## src/rtl/core/lazy_free_list_entry_allocator_defines.svh

```systemverilog
// Assertion macros shared by the allocator RTL.
`ifndef LAZY_FREE_LIST_ENTRY_ALLOCATOR_DEFINES_SVH
`define LAZY_FREE_LIST_ENTRY_ALLOCATOR_DEFINES_SVH

`ifndef SYNTHESIS
`define LFLA_ASSERT(label, prop, msg) \
  label: assert property (@(posedge clk_i) disable iff (!rst_ni) (prop)) else $error(msg);
`define LFLA_ASSERT_IMPL(label, ante, cons, msg) \
  label: assert property (@(posedge clk_i) disable iff (!rst_ni) (ante) |-> (cons)) \
    else $error(msg);
`define LFLA_ASSERT_NEXT(label, ante, cons, msg) \
  label: assert property (@(posedge clk_i) disable iff (!rst_ni) (ante) |=> (cons)) \
    else $error(msg);
`else
`define LFLA_ASSERT(label, prop, msg)
`define LFLA_ASSERT_IMPL(label, ante, cons, msg)
`define LFLA_ASSERT_NEXT(label, ante, cons, msg)
`endif

`endif

```

## src/rtl/core/lfla_pkg.sv

```systemverilog
`default_nettype none

package lfla_pkg;

  localparam int MAX_ENTRIES = 256;
  localparam int ADDR_W      = $clog2(MAX_ENTRIES);
  // An 8-bit index reaches at most 256 entries.
  localparam int LIMIT_CAP   = (MAX_ENTRIES > 256) ? 256 : MAX_ENTRIES;
  localparam int IDX_W       = 8;
  localparam int CNT_W       = 9;

  typedef enum logic [1:0] {
    STAT_OK    = 2'd0,
    STAT_FULL  = 2'd1,
    STAT_RANGE = 2'd2,
    STAT_NONE  = 2'd3
  } status_e;

  typedef enum logic {
    REQ_ALLOC = 1'b0,
    REQ_FREE  = 1'b1
  } req_e;

endpackage

`default_nettype wire

```

## src/rtl/core/lazy_free_list_entry_allocator.sv

```systemverilog
// A request is accepted in S_IDLE, where the head link is read; in S_EXEC its result
// is registered once the output register is empty or its result is being taken.
// One request at a time: the block goes back to S_IDLE when the result is registered.
// A new request is taken while an earlier result still waits on the output.
// Reset: empty pool, pool size 256; the link memory is not cleared and needs no sweep.
`default_nettype none
`include "lazy_free_list_entry_allocator_defines.svh"

module lazy_free_list_entry_allocator (
  input  wire logic                            clk_i,
  input  wire logic                            rst_ni,
  input  wire logic                            cfg_we_i,
  input  wire logic [lfla_pkg::CNT_W-1:0]      cfg_wdata_i,   // entries_in_use
  input  wire logic                            s_axis_tvalid,
  output logic                                 s_axis_tready,
  input  wire logic [lfla_pkg::IDX_W-1:0]      s_axis_tdata,  // [7:0] free_index
  input  wire logic [0:0]                      s_axis_tuser,  // [0] req_type
  output logic                                 m_axis_tvalid,
  input  wire logic                            m_axis_tready,
  output logic [23:0]                          m_axis_tdata,  // [7:0] entry_index,
                                                              // [16:8] allocated_count
  output logic [1:0]                           m_axis_tuser   // [1:0] status
);

  typedef enum logic {
    S_IDLE,
    S_EXEC
  } state_e;

  localparam int CW = lfla_pkg::CNT_W;
  localparam int IW = lfla_pkg::IDX_W;
  localparam int AW = lfla_pkg::ADDR_W;

  state_e                 state_q, state_d;
  logic                   req_free_q, req_free_d;
  logic [IW-1:0]          free_index_q, free_index_d;
  logic [CW-1:0]          entries_in_use_q, entries_in_use_d;
  logic [CW-1:0]          free_head_q, free_head_d;
  logic [CW-1:0]          high_water_q, high_water_d;
  logic [CW-1:0]          alloc_count_q, alloc_count_d;
  logic                   out_valid_q, out_valid_d;
  lfla_pkg::status_e      status_q, status_d;
  logic [IW-1:0]          entry_index_q, entry_index_d;

  logic [CW-1:0]          link_mem [lfla_pkg::MAX_ENTRIES];
  logic [CW-1:0]          link_rd_q;
  logic                   mem_we;
  logic [AW-1:0]          mem_waddr;

  logic                   in_acc;
  logic                   exec_go;
  logic [CW-1:0]          limit;

  assign s_axis_tready = (state_q == S_IDLE);
  assign in_acc        = s_axis_tvalid && s_axis_tready;
  assign exec_go       = (state_q == S_EXEC) && (!out_valid_q || m_axis_tready);
  assign limit         = (entries_in_use_q > CW'(lfla_pkg::LIMIT_CAP))
                       ? CW'(lfla_pkg::LIMIT_CAP) : entries_in_use_q;
  assign mem_waddr     = AW'(free_index_q);

  assign m_axis_tvalid = out_valid_q;
  assign m_axis_tuser  = status_q;
  assign m_axis_tdata  = {7'b0, alloc_count_q, entry_index_q};

  always_comb begin
    state_d          = state_q;
    req_free_d       = req_free_q;
    free_index_d     = free_index_q;
    entries_in_use_d = entries_in_use_q;
    free_head_d      = free_head_q;
    high_water_d     = high_water_q;
    alloc_count_d    = alloc_count_q;
    out_valid_d      = out_valid_q;
    status_d         = status_q;
    entry_index_d    = entry_index_q;
    mem_we           = 1'b0;

    if (cfg_we_i) begin
      entries_in_use_d = cfg_wdata_i;
    end
    if (m_axis_tready) begin
      out_valid_d = 1'b0;
    end

    unique case (state_q)
      S_IDLE: begin
        if (in_acc) begin
          req_free_d   = (s_axis_tuser[0] == lfla_pkg::REQ_FREE);
          free_index_d = s_axis_tdata;
          state_d      = S_EXEC;
        end
      end
      S_EXEC: begin
        if (exec_go) begin
          out_valid_d   = 1'b1;
          status_d      = lfla_pkg::STAT_OK;
          entry_index_d = '0;
          state_d       = S_IDLE;
          if (!req_free_q) begin
            if (alloc_count_q >= limit) begin
              status_d = lfla_pkg::STAT_FULL;
            end else if (free_head_q == high_water_q) begin
              // Free list empty: hand out the next fresh entry.
              if (high_water_q >= limit) begin
                status_d = lfla_pkg::STAT_FULL;
              end else begin
                entry_index_d = IW'(high_water_q);
                high_water_d  = high_water_q + CW'(1);
                free_head_d   = high_water_q + CW'(1);
                alloc_count_d = alloc_count_q + CW'(1);
              end
            end else if (int'(free_head_q) >= lfla_pkg::MAX_ENTRIES) begin
              status_d = lfla_pkg::STAT_FULL;
            end else begin
              // The link of the head was read when the request was accepted.
              entry_index_d = IW'(free_head_q);
              free_head_d   = link_rd_q;
              alloc_count_d = alloc_count_q + CW'(1);
            end
          end else begin
            if ({1'b0, free_index_q} >= limit) begin
              status_d = lfla_pkg::STAT_RANGE;
            end else if (alloc_count_q == '0) begin
              status_d = lfla_pkg::STAT_NONE;
            end else begin
              mem_we        = 1'b1;
              free_head_d   = {1'b0, free_index_q};
              alloc_count_d = alloc_count_q - CW'(1);
              if (alloc_count_q == CW'(1)) begin
                // Last entry returned: the pool starts over from its reset state.
                free_head_d  = '0;
                high_water_d = '0;
              end
            end
          end
        end
      end
      default: state_d = S_IDLE;
    endcase
  end

  always_ff @(posedge clk_i or negedge rst_ni) begin
    if (!rst_ni) begin
      state_q          <= S_IDLE;
      entries_in_use_q <= CW'(256);
      free_head_q      <= '0;
      high_water_q     <= '0;
      alloc_count_q    <= '0;
      out_valid_q      <= 1'b0;
      req_free_q       <= 1'b0;
      free_index_q     <= '0;
      status_q         <= lfla_pkg::STAT_OK;
      entry_index_q    <= '0;
    end else begin
      state_q          <= state_d;
      entries_in_use_q <= entries_in_use_d;
      free_head_q      <= free_head_d;
      high_water_q     <= high_water_d;
      alloc_count_q    <= alloc_count_d;
      out_valid_q      <= out_valid_d;
      req_free_q       <= req_free_d;
      free_index_q     <= free_index_d;
      status_q         <= status_d;
      entry_index_q    <= entry_index_d;
    end
  end

  // The head link is read at accept; the head only changes when the request executes in S_EXEC.
  always_ff @(posedge clk_i) begin
    if (mem_we) begin
      link_mem[mem_waddr] <= free_head_q;
    end
    if (in_acc) begin
      link_rd_q <= link_mem[AW'(free_head_q)];
    end
  end

  `LFLA_ASSERT_IMPL(a_empty_pool_reset, alloc_count_q == '0, free_head_q == '0 && high_water_q == '0, "pool empty but list state not cleared")
  `LFLA_ASSERT_NEXT(a_reject_holds_count, exec_go && status_d != lfla_pkg::STAT_OK, $stable(alloc_count_q), "rejected request changed the count")
  `LFLA_ASSERT_NEXT(a_alloc_counts_up, exec_go && !req_free_q && status_d == lfla_pkg::STAT_OK, alloc_count_q == $past(alloc_count_q) + CW'(1), "allocate did not count up")
  `LFLA_ASSERT(a_count_bounded, alloc_count_q <= CW'(lfla_pkg::LIMIT_CAP) && high_water_q <= CW'(lfla_pkg::LIMIT_CAP), "count or high-water mark beyond pool")

endmodule

`default_nettype wire

```

## config.mk

```make
export PLATFORM = sky130hd
export DESIGN_NAME = lazy_free_list_entry_allocator
export DESIGN_NICKNAME = d
export VERILOG_FILES = /design/src/rtl/core/lfla_pkg.sv /design/src/rtl/core/lazy_free_list_entry_allocator.sv
export VERILOG_INCLUDE_DIRS = /design/src /design/src/rtl/core
export SDC_FILE = /design/constraint.sdc
export NUM_CORES = 2
export LEC_CHECK = 0
export BUFFER_PORTS_ARGS = -buffer_cell sky130_fd_sc_hd__buf_2
export CAP_MARGIN = 30
export CORE_MARGIN = 5
export CORE_UTILIZATION = 40
export CTS_BUF_LIST = sky130_fd_sc_hd__clkbuf_2
export CTS_CLUSTER_SIZE = 30
export DETAILED_ROUTE_END_ITERATION = 10
export GPL_TIMING_DRIVEN = 0
export PLACE_DENSITY = 0.6
export SETUP_SLACK_MARGIN = 0.02
export SYNTH_ARGS = -nofsm -noshare
export SYNTH_HDL_FRONTEND = slang
export SYNTH_SLANG_ARGS = --single-unit
export TNS_END_PERCENT = 10
```

## constraint.sdc

```tcl
create_clock -name clk_i -period 15.4 [get_ports clk_i]
set_clock_uncertainty 0.2 [all_clocks]
set_input_delay 0 -clock clk_i [delete_from_list [all_inputs] [get_ports clk_i]]
set_output_delay 0 -clock clk_i [all_outputs]
set_load 0.005 [all_outputs]
```

==> impl_metrics.env <==
export IMPL_status="completed"
export IMPL_wl_met1_mm=115
export IMPL_crit_family="buffers and inverters"
export IMPL_place_congestion=0.883
export IMPL_yosysSeqAreaShare_pct=76.6
export IMPL_cts_root_buf="clkbuf_2"
export IMPL_hp_class="in -> reg"
export IMPL_total_power_mw=19.6
export IMPL_route_met3_wl_mm=38.1
export IMPL_ys_seq_elements=2370
export IMPL_hold_worst_slack_ns=0.230
export IMPL_cts_buffers=595
export IMPL_yosysWarnings=0
export IMPL_cts_resized=0
export IMPL_final_common_cell="edfxtp_1"
export IMPL_powerDensity_nw_per_um2=188
export IMPL_max_cap_viol_count=0
export IMPL_vias_per_cell=6.00
export IMPL_cts_buffer_depth=4
export IMPL_synth_edf_count=2313
export IMPL_critPathMaxStageDelay_ns=0.82
export IMPL_max_freq_mhz=162
export IMPL_finalHoldViolCount=0
export IMPL_wl_met2_mm=134
export IMPL_crit_buf_inv=6
export IMPL_io_pins=51
export IMPL_post_cts_buffers=0
export IMPL_grt_max_degree=93
export IMPL_layout_nets=5413
export IMPL_core_area_um2=230000
export IMPL_drc_errors=0
export IMPL_finalCritPeriodShare_pct=40.1
export IMPL_finalMaxSlewViolations=0
export IMPL_ir_drop_mv=0.139
export IMPL_cts_tree="built"
export IMPL_grt_pass1_vias=51800
export IMPL_wire_per_inst_um=34.4
export IMPL_dp_hpwl_mm=200
export IMPL_worstSkewPairLatency_ns=1.86
export IMPL_cp_max_fo=67
export IMPL_syn2layout_area_growth_pct=12.9
export IMPL_required_ns=16.75
export IMPL_top_layer="met5"
export IMPL_dp_cells=7682
export IMPL_grt_usage_pct=24.6
export IMPL_fin_cells=8771
export IMPL_grt_ovfl_total=0
export IMPL_fp_dieH_um=491
export IMPL_slowest_stage="clkbuf_1"
export IMPL_drtIter0Drc=7754
export IMPL_portBuffers=42
export IMPL_leakage_nw=34.0
export IMPL_finalCriticalPeriod_ns=6.18
export IMPL_rows=176
export IMPL_die_area_um2=241000
export IMPL_vias=52700
export IMPL_rsz0062_at_grt="false"
export IMPL_cts_hold_buffers=93
export IMPL_grt_first_pass_wirelength_mm=412
export IMPL_ant_nets=0
export IMPL_first_pass_iters=6
export IMPL_async_flop_share_pct=2.41
export IMPL_start_util_pct=40.2
export IMPL_clkTransAtPathRegs_ns=0.10
export IMPL_syn_avg_cell_area_um2=20.6
export IMPL_arrival_ns=7.53
export IMPL_maxSlewHeadroom_pct=16.6
export IMPL_path_cells="buf_16, buf_16, buf_2, and2_1, buf_2, clkbuf_1, clkbuf_1, a22oi_1, nand2_1, a41oi_1, nor3_1"
export IMPL_antenna_found_initial=22
export IMPL_postSynthCellCount=4502
export IMPL_crit_path_start_kind="flip-flop"
export IMPL_drive_above_1_share_pct=31.1
export IMPL_synthDistinctLibCells=67
export IMPL_tightest_slew_ns=1.25
export IMPL_synth_ff_type="edfxtp_1"
export IMPL_htree_levels=6
export IMPL_utilization_pct=45.4
export IMPL_setup_viol_count_final=0
export IMPL_tns_ns=0
export IMPL_drt_total_wl_mm=302
export IMPL_cts_sinks=2370
export IMPL_crit_path_end_kind="flip-flop"
export IMPL_layout_common_cells="edfxtp_1 (2313), clkbuf_2 (872), mux4_2 (501)"
export IMPL_syn_area_um2=92500
export IMPL_criticalPathCategory="reg -> reg"
export IMPL_dieWidth_um=491
synth_stat cells, types with 56 or more instances:
master	n	area [um^2]
dfrtp_1	56	1400
mux4_2	501	11300
nor2_1	288	1080
edfxtp_1	2313	69500
o22ai_1	71	444
a22oi_1	138	1040
nand2_1	141	529
clkbuf_1	104	390
a211oi_1	80	601
buf_4	56	420
mux2i_1	197	1970
buf_2	87	435
kinds of logic (layout without fill, tap and decap cells):
kind of cell,count (synthesis),in the layout,share of synthesized area [%]
xor gates and xnor gates,21,21,0.199
and+or+nand+nor,590,590,2.85
adders and majority gates,31,31,0.419
DFF,2370,2370,76.6
other,1,29,0.00405
muxes,723,723,14.6
AOI/OAI and AO/OA,481,481,3.70
buffers and inverters,285,1500,1.58
path summary, 6_finish.rpt:
kind / startpoint / end / slack, ns / depth (start not counted)
setup / recovery: free_head_q[2] / link_rd_q[8] / 9.22 / 11
hold / removal: cfg_we_i / entries_in_use_q[4] / 0.23 / 5
hold reg to reg: entry_index_q[2] / entry_index_q[2] / 0.29 / 2
min in group asynchronous: rst_ni / alloc_count_q[8] / 0.75 / 8
max in group asynchronous: rst_ni / entries_in_use_q[8] / 13.92 / 8
setup reg to reg: free_head_q[2] / link_rd_q[8] / 9.22 / 11
flip-flops by register name, indices dropped and copies added, names as in the netlist, 2 cells and up:
register          cells
free_head_q           9
m_axis_tuser          2
alloc_count_q         9
entries_in_use_q      9
high_water_q          9
link_mem           2304
free_index_q          8
link_rd_q             9
entry_index_q         8
layout make-up:
cell class	count	area (um^2)
Buffer	277	1460
Tap cell	3026	3790
Multi-Input combinational cell	1853	20200
Sequential cell	2370	70900
Clock inverter	113	621
Clock buffer	848	4240
Timing Repair Buffer	254	3100
Fill cell	19700	126000
Inverter	8	30.0
Antenna cell	22	55.1
per-layer routing:
layer | global-route usage (%) | up-vias
li1 | - | 20800
met1 | 33.2 | 27500
met2 | 36.3 | 3677
met3 | 8.14 | 653
met4 | 11.3 | 24
met5 | 0 | -
power breakdown:
| group | switching, mW | internal [mW] | leakage, nW |
|---|---|---|---|
| Sequential | 0.226 | 8.03 | 21.6 |
| Combinational | 5.00 | 2.26 | 8.60 |
| Clock | 2.52 | 1.56 | 3.83 |
metrics by stage:
step	instance area (um^2)	setup slack, ns
final	104000	9.22
after global routing	104000	9.09
after CTS	104000	9.33
after detailed placement	98400	9.37
after global placement	96500	3.24
after floorplan	92500	9.51
worst reg2reg max path, cell delays in order, from the launching register on:
cell and delay [ns]:
dfrtp_4 0.76, buf_16 0.33, buf_16 0.37, buf_2 0.35, and2_1 0.19, buf_2 0.41, clkbuf_1 0.83, clkbuf_1 0.75
a22oi_1 0.22, nand2_1 0.25, a41oi_1 0.48, nor3_1 0.73
Power figures use the tool's default switching activity.
